## config.mk

```make
export PLATFORM = sky130hd
export DESIGN_NAME = gcd_front
export DESIGN_NICKNAME = d
export VERILOG_FILES = /design/src/design/gcd_pkg.sv /design/src/design/gcd_front.sv
export SDC_FILE = /design/constraint.sdc
export NUM_CORES = 2
export LEC_CHECK = 0
export BUFFER_PORTS_ARGS = -buffer_cell sky130_fd_sc_hd__buf_4
export CAP_MARGIN = 25
export CORE_UTILIZATION = 65
export CTS_CLUSTER_DIAMETER = 80
export DETAILED_ROUTE_END_ITERATION = 8
export PLACE_DENSITY = 0.79
export SETUP_SLACK_MARGIN = 0.2
export SYNTH_ARGS = -nofsm -noshare
export SYNTH_HDL_FRONTEND = slang
export SYNTH_SLANG_ARGS = --single-unit
```

## constraint.sdc

```tcl
create_clock -name i_clk -period 11.58 [get_ports i_clk]
set_input_delay 0.579 -clock i_clk [delete_from_list [all_inputs] [get_ports i_clk]]
set_output_delay 0.579 -clock i_clk [all_outputs]
set_load 0.01 [all_outputs]
```

## src/design/gcd_pkg.sv

```systemverilog
`timescale 1ns / 1ps
// ----------------------------------------------------------------------------
// gcd_pkg: shared definitions for the great-circle distance block
// Pipeline depths, CORDIC arctangent table, unit codes, scale factors and the
// types that travel between the front end, the queue and the back end.
// ----------------------------------------------------------------------------
package gcd_pkg;

    localparam int CORDIC_STEPS = 24;

    localparam int QDEPTH = 4;
    localparam int QPTR_W = $clog2(QDEPTH);

    // Register stages in the front end and in the back end.
    localparam int FRONT_LAT = 6;
    localparam int BACK_LAT  = 2 * CORDIC_STEPS + 43;
    localparam int TOTAL_LAT = FRONT_LAT + 1 + BACK_LAT;

    // Arctangent of 2^-i in phase units, where 2^32 is one full turn.
    localparam logic [31:0] ATAN_PHASE [32] = '{
        32'h20000000, 32'h12E4051E, 32'h09FB385B, 32'h051111D4, 32'h028B0D43,
        32'h0145D7E1, 32'h00A2F61E, 32'h00517C55, 32'h0028BE53, 32'h00145F2F,
        32'h000A2F98, 32'h000517CC, 32'h00028BE6, 32'h000145F3, 32'h0000A2FA,
        32'h0000517D, 32'h000028BE, 32'h0000145F, 32'h00000A30, 32'h00000518,
        32'h0000028C, 32'h00000146, 32'h000000A3, 32'h00000051, 32'h00000029,
        32'h00000014, 32'h0000000A, 32'h00000005, 32'h00000003, 32'h00000001,
        32'h00000001, 32'h00000000
    };

    localparam logic [31:0] CORDIC_GAIN = 32'h26DD3B6A;

    // Distance unit codes.
    localparam logic [1:0] UNIT_MILES    = 2'd0;
    localparam logic [1:0] UNIT_METERS   = 2'd1;
    localparam logic [1:0] UNIT_NAUTICAL = 2'd2;
    localparam logic [1:0] UNIT_RESET    = UNIT_METERS;

    // Angle-to-distance factors, applied as (z * M + 2^30) >> 31.
    localparam logic [32:0] SCALE_MILES    = 33'd3183667;
    localparam logic [32:0] SCALE_METERS   = 33'd5123615706;
    localparam logic [32:0] SCALE_NAUTICAL = 33'd2764697;

    localparam logic [32:0] PATH_MAX = 33'h1_FFFF_FFFF;

    // Multiplicative inverse modulo 2^32 by Newton iteration.
    function automatic logic [31:0] inv_mod32(input logic [31:0] d);
        logic [31:0] x;
        x = d;
        for (int i = 0; i < 5; i++) begin
            x = x * (32'd2 - d * x);
        end
        return x;
    endfunction

    localparam logic [31:0] INV45 = inv_mod32(32'd45);

    typedef struct packed {
        logic [31:0] lat1_ph;
        logic [31:0] lat2_ph;
        logic [31:0] dlon_ph;
        logic        same;
    } t_item;

    typedef struct packed {
        logic            full;
        logic            empty;
        logic [QPTR_W:0] count;
    } t_qstat;

endpackage

```

## src/design/gcd_front.sv

```systemverilog
`timescale 1ns / 1ps
// ----------------------------------------------------------------------------
// gcd_front: input conversion and classification
// Turns the four Q8.23 degree fields into 32-bit phases, forms the longitude
// difference and flags identical points. Six register stages.
// ----------------------------------------------------------------------------
module gcd_front import gcd_pkg::*; (
    input  logic        i_clk,
    input  logic        i_rst_n,
    input  logic        i_valid,
    input  logic [31:0] i_first_latitude,
    input  logic [31:0] i_first_longitude,
    input  logic [31:0] i_second_latitude,
    input  logic [31:0] i_second_longitude,
    output logic        o_valid,
    output t_item       o_item
);

    localparam int LANES = 4;
    localparam logic [44:0] PHASE_BIAS = 45'd45 << 38;

    logic [31:0] w_raw   [LANES];
    logic [13:0] w_sum   [LANES];
    logic [12:0] w_fold  [LANES];
    logic [7:0]  w_quo   [LANES];
    logic [12:0] w_rem0  [LANES];
    logic [6:0]  w_rem   [LANES];

    logic [44:0] r_n     [LANES];
    logic [12:0] r_a     [LANES];
    logic [31:0] r_lo_b  [LANES];
    logic [23:0] r_prod  [LANES];
    logic [12:0] r_a_c   [LANES];
    logic [31:0] r_lo_c  [LANES];
    logic [31:0] r_low   [LANES];
    logic [31:0] r_ph    [LANES];

    logic [4:0]  r_v;
    logic [4:0]  r_same;
    logic        r_valid;
    t_item       r_item;

    assign w_raw[0] = i_first_latitude;
    assign w_raw[1] = i_first_longitude;
    assign w_raw[2] = i_second_latitude;
    assign w_raw[3] = i_second_longitude;

    // The phase is floor((raw*64 + 22) / 45) mod 2^32. Since 2^12 = 1 mod 45,
    // the remainder comes from folding 12-bit chunks; the exact quotient then
    // follows from a multiply by the inverse of 45 modulo 2^32.
    always_comb begin
        for (int l = 0; l < LANES; l++) begin
            w_sum[l]  = 14'(r_n[l][11:0]) + 14'(r_n[l][23:12])
                      + 14'(r_n[l][35:24]) + 14'(r_n[l][44:36]);
            w_fold[l] = 13'(w_sum[l][11:0]) + 13'(w_sum[l][13:12]);
            w_quo[l]  = r_prod[l][23:16];
            w_rem0[l] = r_a_c[l] - 13'(w_quo[l]) * 13'd45;
            w_rem[l]  = (w_rem0[l] >= 13'd45) ? 7'(w_rem0[l] - 13'd45) : 7'(w_rem0[l]);
        end
    end

    always_ff @(posedge i_clk) begin
        for (int l = 0; l < LANES; l++) begin
            r_n[l]    <= ({{13{w_raw[l][31]}}, w_raw[l]} << 6) + 45'd22 + PHASE_BIAS;
            r_a[l]    <= w_fold[l];
            r_lo_b[l] <= r_n[l][31:0];
            r_prod[l] <= 24'(r_a[l]) * 24'd1456;
            r_a_c[l]  <= r_a[l];
            r_lo_c[l] <= r_lo_b[l];
            r_low[l]  <= r_lo_c[l] - 32'(w_rem[l]);
            r_ph[l]   <= r_low[l] * INV45;
        end
        r_same <= {r_same[3:0], (i_first_latitude == i_second_latitude) &&
                                (i_first_longitude == i_second_longitude)};
        r_item.lat1_ph <= r_ph[0];
        r_item.lat2_ph <= r_ph[2];
        r_item.dlon_ph <= r_ph[1] - r_ph[3];
        r_item.same    <= r_same[4];
    end

    always_ff @(posedge i_clk) begin
        if (!i_rst_n) begin
            r_v     <= '0;
            r_valid <= 1'b0;
        end else begin
            r_v     <= {r_v[3:0], i_valid};
            r_valid <= r_v[4];
        end
    end

    assign o_valid = r_valid;
    assign o_item  = r_item;

endmodule

```

# Word-level counts from Yosys, hierarchy flattened

Memories as Yosys holds them, arrays and structs flattened. A register that Yosys moved wholly into a read port is not among the register bits.
Cells that the tools add are included.
W data, S select, Z words.

Add/subtract/negate cells: 37
Multipliers: 12
Div/mod/pow operators: 0
$lt $le $gt $ge: 4
Equality and inequality tests: 2
Shift operators: 0
Mux-type cells: 4
Bitwise logic cells: 0
Reduce and logical (&&, ||, !) cells: 1

Operator list:

| cell                     | number |
|---|---|
| $add A45 B44 Y45 const B | 4 |
| $add A38 B6 Y39 const B  | 4 |
| $mul A32 B32 Y32 const B | 4 |
| $sub A32 B7 Y32          | 4 |
| $mul A13 B7 Y20 const B  | 4 |
| $eq A32 B32 Y1           | 2 |
| $add A13 B12 Y14         | 4 |
| $add A14 B9 Y14          | 4 |
| $add A12 B12 Y13         | 4 |
| $add A12 B2 Y13          | 4 |
| $ge A13 B6 Y1 const B    | 4 |
| $mul A8 B6 Y13 const B   | 4 |
| $sub A13 B13 Y13         | 4 |
| $sub A32 B32 Y32         | 1 |
| $mux W7                  | 4 |
| $sub A7 B6 Y7 const B    | 4 |
| $logic_and A1 B1 Y1      | 1 |

Bits in registers: 44
Bits in latches: 0
Bits in writable memories: 876
ROM bits: 0
Bits of input ports: 131
Output and inout port bits: 98
Word-level logic and storage cells: 73
Memories: 8

Memories:

| name            | depth | width | rd ports | clocked after Yosys merged registers in | write ports | line            | text |
|---|---|---|---|---|---|---|---|
| r_n             | 4     | 45    | 4        | 0                                       | 4           | gcd_front.sv:29 | `logic [44:0] r_n [LANES];` |
| r_lo_b          | 4     | 32    | 4        | 0                                       | 4           | gcd_front.sv:31 | `logic [31:0] r_lo_b [LANES];` |
| r_lo_c          | 4     | 32    | 4        | 0                                       | 4           | gcd_front.sv:34 | `logic [31:0] r_lo_c [LANES];` |
| r_low           | 4     | 32    | 4        | 0                                       | 4           | gcd_front.sv:35 | `logic [31:0] r_low [LANES];` |
| r_ph            | 4     | 32    | 4        | 2                                       | 4           | gcd_front.sv:36 | `logic [31:0] r_ph [LANES];` |
| r_prod          | 4     | 20    | 4        | 0                                       | 4           | gcd_front.sv:32 | `logic [23:0] r_prod [LANES];` |
| 2 more memories | n/a   | n/a   | n/a      | n/a                                     | n/a         | n/a             |  |

# Depth between registers and ports, before layout

An unclocked memory read counts as a cell.

Word-level depth: 6
Mapped depth: 31
Gate-level depth less buffers: 30

# Worst setup path after synthesis

Ideal clock, no wire load.

Path kind: register to register
Start: mem r_prod[3][15] in the netlist's numbering
End: mem r_low[3][31]
Library setup time: 118 ps
Arrival time: 8383 ps
Required time: 11462 ps
Setup slack: 3078 ps
Cell stages (with the launch flop): 31
Buffers on the path: 2
Clock period less this slack: 8502 ps
Path through: dfxtp_1 ha_1 inv_1 fa_1 inv_1 fa_1 fa_1 inv_1 ha_1 clkbuf_1 nor3b_1 or2_2 nor4_1 nor3b_1 a2111oi_0 nand2_1 clkbuf_1 nand2_1 xor2_1 ha_1 or4_1 or4_1 or2_2 or3_1 or2_2 nor3_2 nand2_1 or4_1 or4_1 or4_1 xnor2_1

RTL lines:

| element            | line |
|---|---|
| start: declaration | gcd_front.sv:32 |
| end: declaration   | gcd_front.sv:35 |

==> results.toml <==
[min_path]
hold_end = "r_n[0][37]"
hp-start = "i_first_latitude[31]"
hold_depth = 1
hp-class = "in -> reg"

[clock_network]
cts_buffers = 89
clk_latency_ps = 690
clock_sinks = 840
cts_tree = "yes"
htreeDepth = 3
root_buffer = "clkbuf_16"
post_cts_resized = 0
clk_pin_slew_ps = 60
ctsLongestPathBuffers = 3

[grt]
busiest_layer = "met2"
gr-usage-met3 = 0.0484
grtUsageMet2 = 0.493
grt_use_total = 0.302
antenna_found_initial = 3
met1_usage = 0.412
grt_overflow = 0
grt_pass1_wl_um = 262000
grt_max_degree = 28
first_global_vias = 49689

[synthesis]
async_reset_ff_frac = 0
ys_warn_count = 0
syn_nets = 8962
synth-seq-cells = 840
syn-cell-area_mm2 = 0.0713
synth-edff-count = 0
seq_area_frac_synth = 0.236
synthCells = 6703
synth.avg_cell_area_um2 = 10.6
synth_cell_types = 82
ys.flop_type = "dfxtp_1"

[layout]
drive_gt1_frac = 0.0618
area_delta_synth_final_pct = 9.86
nNetsFinal = 9325
fin_util = 0.719
fillerInstances = 7680

[timing]
fin_setup_tns_ps = 0
maxSlewHeadroom = 0.316
finalCritPeriodShare = 0.780
max_freq_mhz = 111
finalClockSkew_ps = 32.5
finalHoldViolCount = 0
slew_viol_final = 0
fin_ws_ps = 2540
tightest_slew_ps = 1030
fin_crit_ps = 9040
rsz0062_at_grt = "false"
setup_viol = 0

[placement]
portBuffers = 228
pre_cts_ws_ps = 2420
gp_congestion = 0.957
place_hpwl_um = 139000

[critical_path]
worstPathArrival_ps = 9590
critPathTopFamily = "simple AND/OR/NAND/NOR gates"
path_class = "reg -> reg"
reg2reg_slack_ps = 2540
max_stage_delay_ps = 570
reg2reg_from = "r_prod[3][15]"
rr_worst_depth = 28
crit_slowest_cell = "or4_1"
start_kind = "flop"
crit_top_cell = "or4_1"
crit_fanout = 13
reg2reg_to = "r_low[3][31]"
crit_buf_inv = 3
critPathRequiredTime_ps = 12130
end_kind = "flop"

[routing]
wl_per_cell_um = 19.0
routed_wl_um = 163000
firstDrtPassIters = 8
drt_first_iter_violations = 2802
num_vias = 46491
drc_errors = 0
final_antenna_net_count = 0
vias_per_cell = 5.44

[floorplanning]
die_h_um = 333
die-area_mm2 = 0.111
ios = 229
start_util = 0.655
dieWidth_um = 333
core_area_mm2 = 0.109
rows = 121

[flow_run]
cap_viol_max_count = 0

[outcome]
outcome = "finished, final reports clean"
[layout by cell type, fill, tap and decap left out, drive strengths merged, types with 10 or more instances in the layout]
master,n
nand2b,31
clkinv,25
a31oi,20
xnor2,399
dfxtp,840
or2,20
and3,33
nor2b,24
nand3b,12
a21oi,193
inv,1588
nor4,32
a211oi,34
xor2,217
nand2,153
nand4,17
dlygate4sd3,56
o21a,47
nor3,64
ha,1123
fa,1005
nor2,231
nand3,59
o21bai,55
a21o,68
buf,240
or4,20
clkbuf,111
a211o,10
or3,38
a2111oi,21
o31ai,16
o21ai,126
o211ai,26
and2,23
[per-layer routing]
layer / part of all wire / routed length (µm) / vias to the layer above
met5: 0.000068 / 11 / -
met4: 0.033 / 5370 / 2
met3: 0.062 / 10000 / 282
met2: 0.46 / 75500 / 1269
met1: 0.44 / 71900 / 22940
li1: - / - / 21998
[how the worst max path moves through the flow]
stage                             start           end  slack (ps)  cells past startpoint
after floorplan           r_prod[3][15]  r_low[3][31]        3080                     30
after global placement    r_prod[3][15]  r_low[3][31]        2580                     28
after detailed placement  r_prod[3][12]  r_low[3][31]        2420                     28
after CTS                 r_prod[3][15]  r_low[3][31]        2360                     28
after global routing      r_prod[3][15]  r_low[3][31]        1900                     28
final                     r_prod[3][15]  r_low[3][31]        2540                     28
[cell families (layout without fill, tap and decap cells)]
logic type | Yosys count | after routing | synth area share
xor gates and xnor gates | 616 | 616 | 0.0757
AOI/OAI and AO/OA | 728 | 728 | 0.0683
and+or+nand+nor | 775 | 775 | 0.0542
other | 0 | 1 | 0
muxes | 10 | 10 | 0.00144
buffers and inverters | 1604 | 2036 | 0.0846
adders and majority gates | 2130 | 2130 | 0.480
DFF | 840 | 840 | 0.236
[timing repair]
action | in CTS | in global routing
buffers inserted | 0 | 0
hold buffers | 56 | 0
endpoints found under the hold margin | 56 | 0
[cell usage after synthesis (6+ instances only)]
cell,number,area [µm²]
or2_2,20,125
xnor2_1,399,3490
o21ai_0,125,626
or4_1,16,120
or3_4,6,67.6
o221a_2,6,67.6
a211oi_1,34,255
nand4_1,17,106
or3_1,29,181
inv_1,1578,5920
nor3_1,63,315
a211o_1,10,87.6
clkbuf_1,22,82.6
nor2_1,231,867
nand2_1,153,574
o21a_1,47,353
a221oi_1,6,52.6
ha_1,1123,14100
xor2_1,217,1900
dfxtp_1,840,16800
o21bai_1,55,413
nand3b_1,12,90.1
nand3_1,59,295
a21oi_1,193,966
o31ai_1,16,120
nor4_1,32,200
a21o_1,68,510
a31o_2,9,78.8
a31oi_1,20,125
o22ai_1,6,37.5
mux2i_1,8,80.1
o211ai_1,26,195
fa_1,1005,20100
nor3b_1,6,45.0
nor2b_1,24,150
a2111oi_0,20,175
a21boi_0,9,67.6
and2_1,23,144
and3_1,33,206
o41ai_1,9,78.8
nand2b_1,31,194
o2111ai_1,7,61.3
[layout make-up]
type / count / area [µm²] / area share
diodes: 1 / 2.50 / 0.0000320
clock buffers: 111 / 2370 / 0.0303
clock inverters: 49 / 616 / 0.00786
inverters: 1579 / 5930 / 0.0757
multi-input cells: 4259 / 48400 / 0.619
flip-flops and latches: 840 / 16800 / 0.215
well taps: 1414 / 1770 / 0.0226
repair buffers: 297 / 2370 / 0.0303
[through the flow]
step,cell area [µm²],hold slack [ps],instances
floorplan,71300,310,6703
detailed placement,74700,312,8330
CTS,78300,0.0913,8546
global route,78300,12.8,8550
global placement,74700,310,8329
finish,78300,27.6,8550
[flip-flops by register name, summed over array words and instances, names as in the netlist]
name,cells
r_lo_c,104
o_valid,1
r_prod,36
r_ph,128
r_lo_b,104
r_a,52
r_low,128
o_item,97
r_n,132
r_same,5
r_v,5
r_a_c,48
Power is left out: the tool's default activity adds up to more than one toggle a clock period on the data nets, which glitch-free logic cannot reach.
