[config.mk]
export PLATFORM = sky130hd
export DESIGN_NAME = gcd_queue
export DESIGN_NICKNAME = d
export VERILOG_FILES = /design/src/design/gcd_pkg.sv /design/src/design/gcd_queue.sv
export SDC_FILE = /design/constraint.sdc
export NUM_CORES = 1
export LEC_CHECK = 0
export BUFFER_PORTS_ARGS = -buffer_cell sky130_fd_sc_hd__clkbuf_2
export CAP_MARGIN = 20
export CORE_ASPECT_RATIO = 0.7
export CORE_MARGIN = 5
export CORE_UTILIZATION = 57
export CTS_CLUSTER_SIZE = 25
export DETAILED_ROUTE_END_ITERATION = 12
export HOLD_SLACK_MARGIN = 0.06
export PLACE_DENSITY = 0.85
export SLEW_MARGIN = 20
export SYNTH_ARGS = -nofsm -noshare
export SYNTH_HDL_FRONTEND = slang
export SYNTH_SLANG_ARGS = --single-unit
[constraint.sdc]
create_clock -name i_clk -period 4.2 [get_ports i_clk]
set_input_delay 0.21 -clock i_clk [delete_from_list [all_inputs] [get_ports i_clk]]
set_output_delay 0.21 -clock i_clk [all_outputs]
set_load 0.03 [all_outputs]
[src/design/gcd_pkg.sv]
`timescale 1ns / 1ps
// ----------------------------------------------------------------------------
// gcd_pkg: shared definitions for the great-circle distance block
// Pipeline depths, CORDIC arctangent table, unit codes, scale factors and the
// types that travel between the front end, the queue and the back end.
// ----------------------------------------------------------------------------
package gcd_pkg;

    localparam int CORDIC_STEPS = 24;

    localparam int QDEPTH = 4;
    localparam int QPTR_W = $clog2(QDEPTH);

    // Register stages in the front end and in the back end.
    localparam int FRONT_LAT = 6;
    localparam int BACK_LAT  = 2 * CORDIC_STEPS + 43;
    localparam int TOTAL_LAT = FRONT_LAT + 1 + BACK_LAT;

    // Arctangent of 2^-i in phase units, where 2^32 is one full turn.
    localparam logic [31:0] ATAN_PHASE [32] = '{
        32'h20000000, 32'h12E4051E, 32'h09FB385B, 32'h051111D4, 32'h028B0D43,
        32'h0145D7E1, 32'h00A2F61E, 32'h00517C55, 32'h0028BE53, 32'h00145F2F,
        32'h000A2F98, 32'h000517CC, 32'h00028BE6, 32'h000145F3, 32'h0000A2FA,
        32'h0000517D, 32'h000028BE, 32'h0000145F, 32'h00000A30, 32'h00000518,
        32'h0000028C, 32'h00000146, 32'h000000A3, 32'h00000051, 32'h00000029,
        32'h00000014, 32'h0000000A, 32'h00000005, 32'h00000003, 32'h00000001,
        32'h00000001, 32'h00000000
    };

    localparam logic [31:0] CORDIC_GAIN = 32'h26DD3B6A;

    // Distance unit codes.
    localparam logic [1:0] UNIT_MILES    = 2'd0;
    localparam logic [1:0] UNIT_METERS   = 2'd1;
    localparam logic [1:0] UNIT_NAUTICAL = 2'd2;
    localparam logic [1:0] UNIT_RESET    = UNIT_METERS;

    // Angle-to-distance factors, applied as (z * M + 2^30) >> 31.
    localparam logic [32:0] SCALE_MILES    = 33'd3183667;
    localparam logic [32:0] SCALE_METERS   = 33'd5123615706;
    localparam logic [32:0] SCALE_NAUTICAL = 33'd2764697;

    localparam logic [32:0] PATH_MAX = 33'h1_FFFF_FFFF;

    // Multiplicative inverse modulo 2^32 by Newton iteration.
    function automatic logic [31:0] inv_mod32(input logic [31:0] d);
        logic [31:0] x;
        x = d;
        for (int i = 0; i < 5; i++) begin
            x = x * (32'd2 - d * x);
        end
        return x;
    endfunction

    localparam logic [31:0] INV45 = inv_mod32(32'd45);

    typedef struct packed {
        logic [31:0] lat1_ph;
        logic [31:0] lat2_ph;
        logic [31:0] dlon_ph;
        logic        same;
    } t_item;

    typedef struct packed {
        logic            full;
        logic            empty;
        logic [QPTR_W:0] count;
    } t_qstat;

endpackage

[src/design/gcd_queue.sv]
`timescale 1ns / 1ps
// ----------------------------------------------------------------------------
// gcd_queue: short queue between front end and back end
// Holds classified items until the back end takes them; the back end pops
// whenever an entry is present.
// ----------------------------------------------------------------------------
module gcd_queue import gcd_pkg::*; (
    input  logic   i_clk,
    input  logic   i_rst_n,
    input  logic   i_push,
    input  t_item  i_item,
    output logic   o_pop,
    output t_item  o_item,
    output t_qstat o_stat
);

    t_item             r_mem [QDEPTH];
    logic [QPTR_W-1:0] r_wptr;
    logic [QPTR_W-1:0] r_rptr;
    logic [QPTR_W:0]   r_count;
    logic [QPTR_W:0]   n_count;
    logic              w_pop;

    assign w_pop   = (r_count != '0);
    assign n_count = r_count + (QPTR_W + 1)'(i_push) - (QPTR_W + 1)'(w_pop);

    always_ff @(posedge i_clk) begin
        if (i_push) begin
            r_mem[r_wptr] <= i_item;
        end
    end

    always_ff @(posedge i_clk) begin
        if (!i_rst_n) begin
            r_wptr  <= '0;
            r_rptr  <= '0;
            r_count <= '0;
        end else begin
            if (i_push) begin
                r_wptr <= r_wptr + 1'b1;
            end
            if (w_pop) begin
                r_rptr <= r_rptr + 1'b1;
            end
            r_count <= n_count;
        end
    end

    assign o_pop        = w_pop;
    assign o_item       = r_mem[r_rptr];
    assign o_stat.full  = (r_count == (QPTR_W + 1)'(QDEPTH));
    assign o_stat.empty = !w_pop;
    assign o_stat.count = r_count;

endmodule

# Word-level counts from Yosys, hierarchy flattened
# Memories as Yosys holds them, arrays and structs flattened. A register that Yosys moved wholly into a read port is not among the register bits.
# Cells that the tools add are included.
[totals]
n_memories = 1
register_bits = 7
input_bits = 100
mem_bits_rw = 388
elab_cells = 15
output_inout_bits = 103
[mem_list]
columns = ["memory", "words", "width", "rd", "rd_clocked_by_memory_dff", "wr", "line", "text"]
rows = [
  ["r_mem", 4, 97, 1, 1, 1, "gcd_queue.sv:17", "t_item r_mem [QDEPTH];"],
]
[classes]
n_reduce_logical = 2
n_mux = 4
n_addsub = 4
eq_ne = 1
[ops]
columns = ["cell", "count"]
rows = [
  ["$add 2x1->2 const B", 2],
  ["$mux 2", 2],
  ["$add 3x1->3", 1],
  ["$eq 3x3->1 const B", 1],
  ["$reduce_bool 3->1", 1],
  ["$sub 3x1->3", 1],
  ["$mux 1", 2],
  ["$logic_not 1->1", 1],
]

# Depth between registers and ports, before layout
# Gate-level depths: netlist of the first run.
[depth]
ltp_word = 3
depth_mapped = 7
ltp_nobuf = 7

# Worst setup path before layout of the first run
# No wires, ideal clock.
[synth_path]
path_kind = "reg-to-reg"
start = "reg r_wptr[0]"
end = "mem r_mem[0][0] in the netlist's numbering (enable)"
period_less_slack_ps = 3251
setup_time_ps = 466
t_required_ps = 3734
arrival_ps = 2785
slack_ps = 949
stages_incl_launch_ff = 4
cell_sequence = "dfxtp_1 inv_1 ha_1 and2_1"
[synth_lines]
columns = ["item", "line", "text"]
rows = [
  ["start, declared", "gcd_queue.sv:18", "logic [QPTR_W-1:0] r_wptr;"],
  ["start signal, assigned", "gcd_queue.sv:40", "r_wptr <= r_wptr + 1'b1;"],
  ["end, declared", "gcd_queue.sv:17", ""],
]
# No word-level cell before the write port.

==> run metrics, run 1 <==
nets=slightly below 1000; Worst slew margin=approximately 37%; max-cap violations=0; Leak=between 0.006 and 0.007 uW; initial core utilization=58.2%; Yosys reg bits=about 400; setup_tns=0 ns; Critical Path AT=roughly 2.6 ns; largest area contributor in the netlist=edfxtp_1; share of synthesized registers carrying an async set or reset=0%; min Tclk post-route=~2.8 ns; syn avg cell area=26.2 um^2; total CTS buffers=36; placed wire-length estimate=17300 um; sequential share of the synthesized area=between 80 and 90%; synth cell count leaders=edfxtp_1, mux4_2, buf_2, dfxtp_1, and2_1; share of cells above drive strength 1=40.3%; H-tree Lvls=2; Global Route Usage Sum=between 20% and 30%; Yosys warnings=0; WS Path Type=reg2out; area of the multi-input gates=2450 um^2; clk_lat worst skew=0.51 ns; first-pass GRT wire length=approximately 45000 um; initial DRC count=520; post_cts resized=0; Final Slew Violations=0; WL per Instance=between 20 and 25 um; Hold Fails Final Rpt=0; Synth Flop Type=edfxtp_1; Via Count=between 7000 and 8000; HP Class=in2reg; GRT overflow=0; Critical Path RT=between 3 and 4 ns; initial antenna violation count=1; 1st-pass router iterations=4; FP Rows=48; number of global-route vias before repair=roughly 7600; worst-margin pin slew=0.938 ns; DRC=0; clock root cell=clkbuf_16; Ports=slightly above 200; Yosys cell types=22; # port buffers=around 200; Sink Count=between 300 and 400; post-detailed-routing wire length=roughly 29000 um; Die Y=around 140 um; part of the cycle the worst path needs=roughly 67%; routability cong.=roughly 0.75; number of routed nets with antenna violations=0; fillers=1368; width of the chip=about 200 um; Core Area=around 25000 um^2; post-synth net total=around 660; Synth Instances=about 550; worst-path maximum fanout=40; Peak Freq=~350 MHz; Die ar.=28700 um^2; Post-synth EDFFs=about 390; register area=11800 um^2; Hold Slack=about 0.16 ns; Synth area leaders=edfxtp_1, mux4_2, dfxtp_1, ha_1, buf_8; pin count of the biggest net entering global routing=66; Layout area overhead=24.1%; CP Launch Type=flip-flop; status=completed; Synth top area share=80.7%; CTS max path bufs=3; Power per Cell Area=between 600 and 700 nW/um^2; clock transition at the registers of the reported paths=~0.070 ns; count leader, synth=edfxtp_1; final setup fails=0; crit end category=output port; clk_skew=0.0163 ns; Max VDD drop=roughly 490 uV; TritonCTS clock tree=built; via/cell ratio=between 5 and 6; Cell Area, Synth=about 14000 um^2; RSZ-0062 raised after global routing=no
-- worst paths after layout --
check,cells after the start,from,endpoint,slack (ns)
setup / recovery,3,flip-flop,o_item[82],1.38
hold / removal,3,i_push,r_wptr[1]$_SDFFE_PN0P_,0.16
setup reg to reg,7,r_count[1]$_SDFF_PN0_,r_count[2]$_SDFF_PN0_,2.00
hold reg to reg,2,r_rptr[1]$_SDFFE_PN0N_,flip-flop,0.49
-- cell families after synthesis --
kind of cell,after synthesis,share of synthesized area [%]
mux,99,15.3
buf+inv,29,1.21
simple gates,16,0.693
compound gates,1,0.0606
xor+xnor,2,0.217
flops,397,81.9
fa+ha+maj,7,0.658
-- final cells by class --
| type | instances | share of cell area (%) |
|---|---|---|
| Sequential cell | 397 | 66.0 |
| Multi-Input combinational cell | 125 | 13.7 |
| Timing Repair Buffer | 310 | 11.8 |
| Clock buffer | 45 | 5.33 |
| Tap cell | 325 | 2.27 |
| Clock inverter | 20 | 0.712 |
| Inverter | 7 | 0.147 |
| Antenna cell | 1 | 0.0140 |
-- placed cells by master, fill, tap and decap left out, types with 2 or more instances in the layout --
cell type and instances:
edfxtp_1 388, clkbuf_2 202, dlygate4sd3_1 98, mux4_2 97, clkbuf_16 37, clkinv_1 8
clkbuf_1 8, inv_1 7, clkinv_2 7, dfxtp_1 7, ha_1 6, buf_4 6
and2_4 4, and2_1 4, buf_12 4, nor3b_1 2, mux2i_1 2, dfxtp_4 2
inv_6 2, clkinvlp_4 2
-- metrics by stage --
step	instances	total power (uW)	utilization, %	setup WS, ns	cell area, um^2
final	1230	11000	72.3	1.38	17900
after global routing	1230	11500	72.3	1.16	17900
after CTS	1229	11100	72.3	1.29	17900
after detailed placement	1066	8050	63.9	1.86	15900
after global placement	1066	7960	63.9	1.89	15900
after floorplan	551	7200	-	0.949	14400
-- metal layers --
layer,GRT usage (%),vias up,part of all wire [%]
met5,0,-,0
met4,4.20,0,1.6
met3,4.68,41,8.1
met2,34.9,365,51
met1,28.4,3609,39
li1,-,3017,-
-- state kept, by name (all words and copies together) (netlist names), named ones only --
register,flops
r_wptr,2
r_count,3
r_mem,388
r_rptr,2
-- power by group --
group,internal [uW],switching (uW)
clock,1680,1340
sequential,4580,280
combinational,1270,1890
total,7540,3510
-- repair_timing --
action	4_1_cts	5_1_grt
hold buffers	98	0
hold endpoints to repair	395	0
setup buffers	0	0
-- worst max-delay path: stages (launching register included) --
cell      delay [ns]
dfxtp_4         0.91
buf_12          0.34
mux4_2          0.58
clkbuf_2        0.21
Power figures use the tool's default switching activity.
==> inputs of run 2 (changes only) <==
--- a/config.mk
+++ b/config.mk
@@ -9,11 +9,11 @@
 export CAP_MARGIN = 20
 export CORE_ASPECT_RATIO = 0.7
 export CORE_MARGIN = 5
-export CORE_UTILIZATION = 57
+export CORE_UTILIZATION = 51
 export CTS_CLUSTER_SIZE = 25
 export DETAILED_ROUTE_END_ITERATION = 12
 export HOLD_SLACK_MARGIN = 0.06
-export PLACE_DENSITY = 0.85
+export PLACE_DENSITY = 0.81
 export SLEW_MARGIN = 20
 export SYNTH_ARGS = -nofsm -noshare
 export SYNTH_HDL_FRONTEND = slang
==> constraint.sdc (replaced) <==
create_clock -name i_clk -period 2.4 [get_ports i_clk]
set_input_delay 0.12 -clock i_clk [delete_from_list [all_inputs] [get_ports i_clk]]
set_output_delay 0.12 -clock i_clk [all_outputs]
set_load 0.03 [all_outputs]
==> run 2 against run 1 <==
  * Clock power increased by 87%
  * Die area grew 11%
  * Clock-buffer cell count is 7 higher
  * Non-clock buffer count increased by 13
  * Core utilization shrank 6.5 points
  * Cell count up 5.1%
  * Flip-flop and latch count stayed put
  * Global-route usage down 1.9 points
  * Critical path type unchanged
  * Largest power group unchanged
==> run metrics, run 2 (same netlist as run 1, synthesis figures left out) <==
via/cell ratio=5.40 (was 5.72); Hold Fails Final Rpt=0 (unchanged); H-tree Lvls=2 (unchanged); TritonCTS clock tree=built (unchanged); Power per Cell Area=1080 nW/um^2 (was 616 nW/um^2); Critical Path RT=2.28 ns (was 3.99 ns); DRC=0 (unchanged); most frequent cells in the layout=edfxtp_1, clkbuf_2, dlygate4sd3_1, mux4_2, clkbuf_16 (unchanged); Die Y=151 um (was 143 um); placed wire-length estimate=17500 um (was 17300 um); part of the cycle the worst path needs=94.2%; width of the chip=211 um (was 200 um); Leak=0.00633 uW (was 0.00618 uW); Worst Hold Depth=2 (was 3); Sink Count=397 (unchanged); Worst slew margin=63.8% (was 37.5%); number of global-route vias before repair=7518 (was 7606); setup_tns=0 ns (unchanged); Final Slew Violations=0 (unchanged); Largest Register=r_mem (unchanged); HP Class=in2reg (unchanged); DP Cell Count=1123 (was 1066); CTS max path bufs=3 (unchanged); Worst Reg-to-Reg Cells=6 (was 7); CP Launch Type=flip-flop (unchanged); status=completed (unchanged); Die ar.=31800 um^2 (was 28700 um^2); worst-path maximum fanout=39 (was 40); max reg flops=388 (unchanged); clk_skew=0.0190 ns (was 0.0163 ns); 1st-pass router iterations=4 (unchanged); post-CTS setup buffers=0 (unchanged); FP Rows=51 (was 48); routability cong.=0.732 (was 0.748); Layout area overhead=26.9% (was 24.1%); commonest non-fill, non-tap cell in the layout=edfxtp_1 (unchanged); first-pass GRT wire length=44700 um (was 45300 um); share of cells above drive strength 1=40.7% (was 40.3%); pin count of the biggest net entering global routing=40 (was 66); total CTS buffers=37 (was 36); # port buffers=202 (unchanged); WL per Instance=22.6 um (was 23.5 um); final setup fails=0 (unchanged); post-detailed-routing wire length=29300 um (was 28900 um); RSZ-0062 raised after global routing=no (unchanged); hold buffers post-CTS=100 (was 98); Via Count=6986 (was 7032); min Tclk post-route=approximately 2.3 ns; Core Area=27900 um^2 (was 24800 um^2); clock transition at the registers of the reported paths=0.06 ns (was 0.07 ns); Peak Freq=between 400 and 500 MHz; worst-margin pin slew=0.544 ns (was 0.938 ns); WS Path Type=reg2out (unchanged); Critical Path AT=2.14 ns (was 2.61 ns); Ports=203 (unchanged); top flop regs=r_mem: 388 flops, r_count: 3 flops (unchanged); GRT overflow=0 (unchanged); initial core utilization=51.8% (was 58.2%); clock root cell=clkbuf_16 (unchanged); max-cap violations=0 (unchanged); crit end category=output port (unchanged); nets=998 (was 984); Max VDD drop=832 uV (was 494 uV); number of routed nets with antenna violations=0 (unchanged); clk_lat worst skew=0.52 ns (was 0.51 ns); initial antenna violation count=2 (was 1); Global Route Usage Sum=18.6% (was 20.6%); initial DRC count=428 (was 520); final cell count without fillers=1293 (was 1230); post_cts resized=0 (unchanged)
[run 2: cell types whose count changed in the layout (fill, tap and decap cells not counted), moves of 2 or more]
cell / change
clkbuf_16: +2
clkbuf_1: +5
buf_12: +12
clkinvlp_4: -2
bufinv_16: +2
dlygate4sd3_1: +2
clkinv_2: -3
[run 2: final timing paths]
path                          startpoint                      to  slack [ns]
setup / recovery               flip-flop              o_item[54]        0.14
hold / removal                i_item[35]  r_mem[0][35]$_DFFE_PP_        0.36
setup reg to reg   r_count[1]$_SDFF_PN0_   r_count[0]$_SDFF_PN0_        0.22
hold reg to reg   r_rptr[1]$_SDFFE_PN0N_               flip-flop        0.46
[run 2: area by class of cell]
cell class              count  area, um^2
flip-flops and latches    397       11800
fillers                  1766        9550
multi-input cells         125        2450
repair buffers            323        2370
clock buffers              52        1020
well taps                 371         464
clock inverters            16         156
inverters                   7        26.3
diodes                      2        5.00
[run 2: stage by stage]
stage          util, %  setup WS (ns)  total power [uW]  area [um^2]  hold slack [ns]
6_report          65.8          0.139             19900        18300            0.361
4_1_cts           65.7         0.0989             20100        18300            0.329
3_5_place_dp      57.9          0.229             14300        16100            0.339
3_3_place_gp      57.9          0.280             14200        16100            0.337
5_1_grt           65.8         0.0150             20800        18300            0.351
2_1_floorplan        -         0.0344             12600        14500            0.219
[run 2: worst max-delay path, stage by stage (launching register included)]
cell	delay, ns
dfxtp_4	0.46
buf_12	0.32
mux4_2	0.58
clkbuf_2	0.21
[run 2: layer usage]
layer | global-route usage (%) | routed length [um] | vias up | part of all wire (%)
li1 | - | - | 3067 | -
met1 | 25.2 | 11900 | 3640 | 41
met2 | 30.9 | 14700 | 246 | 50
met3 | 5.42 | 2310 | 33 | 7.9
met4 | 3.98 | 337 | 0 | 1.2
met5 | 0 | 0 | - | 0
[run 2: where the power goes]
| group | leakage, uW | internal (uW) | switching, uW | total, uW |
|---|---|---|---|---|
| clock network | 0.000576 | 3320 | 2360 | 5680 |
| registers | 0.00364 | 8010 | 253 | 8260 |
| logic | 0.00212 | 2350 | 3590 | 5940 |
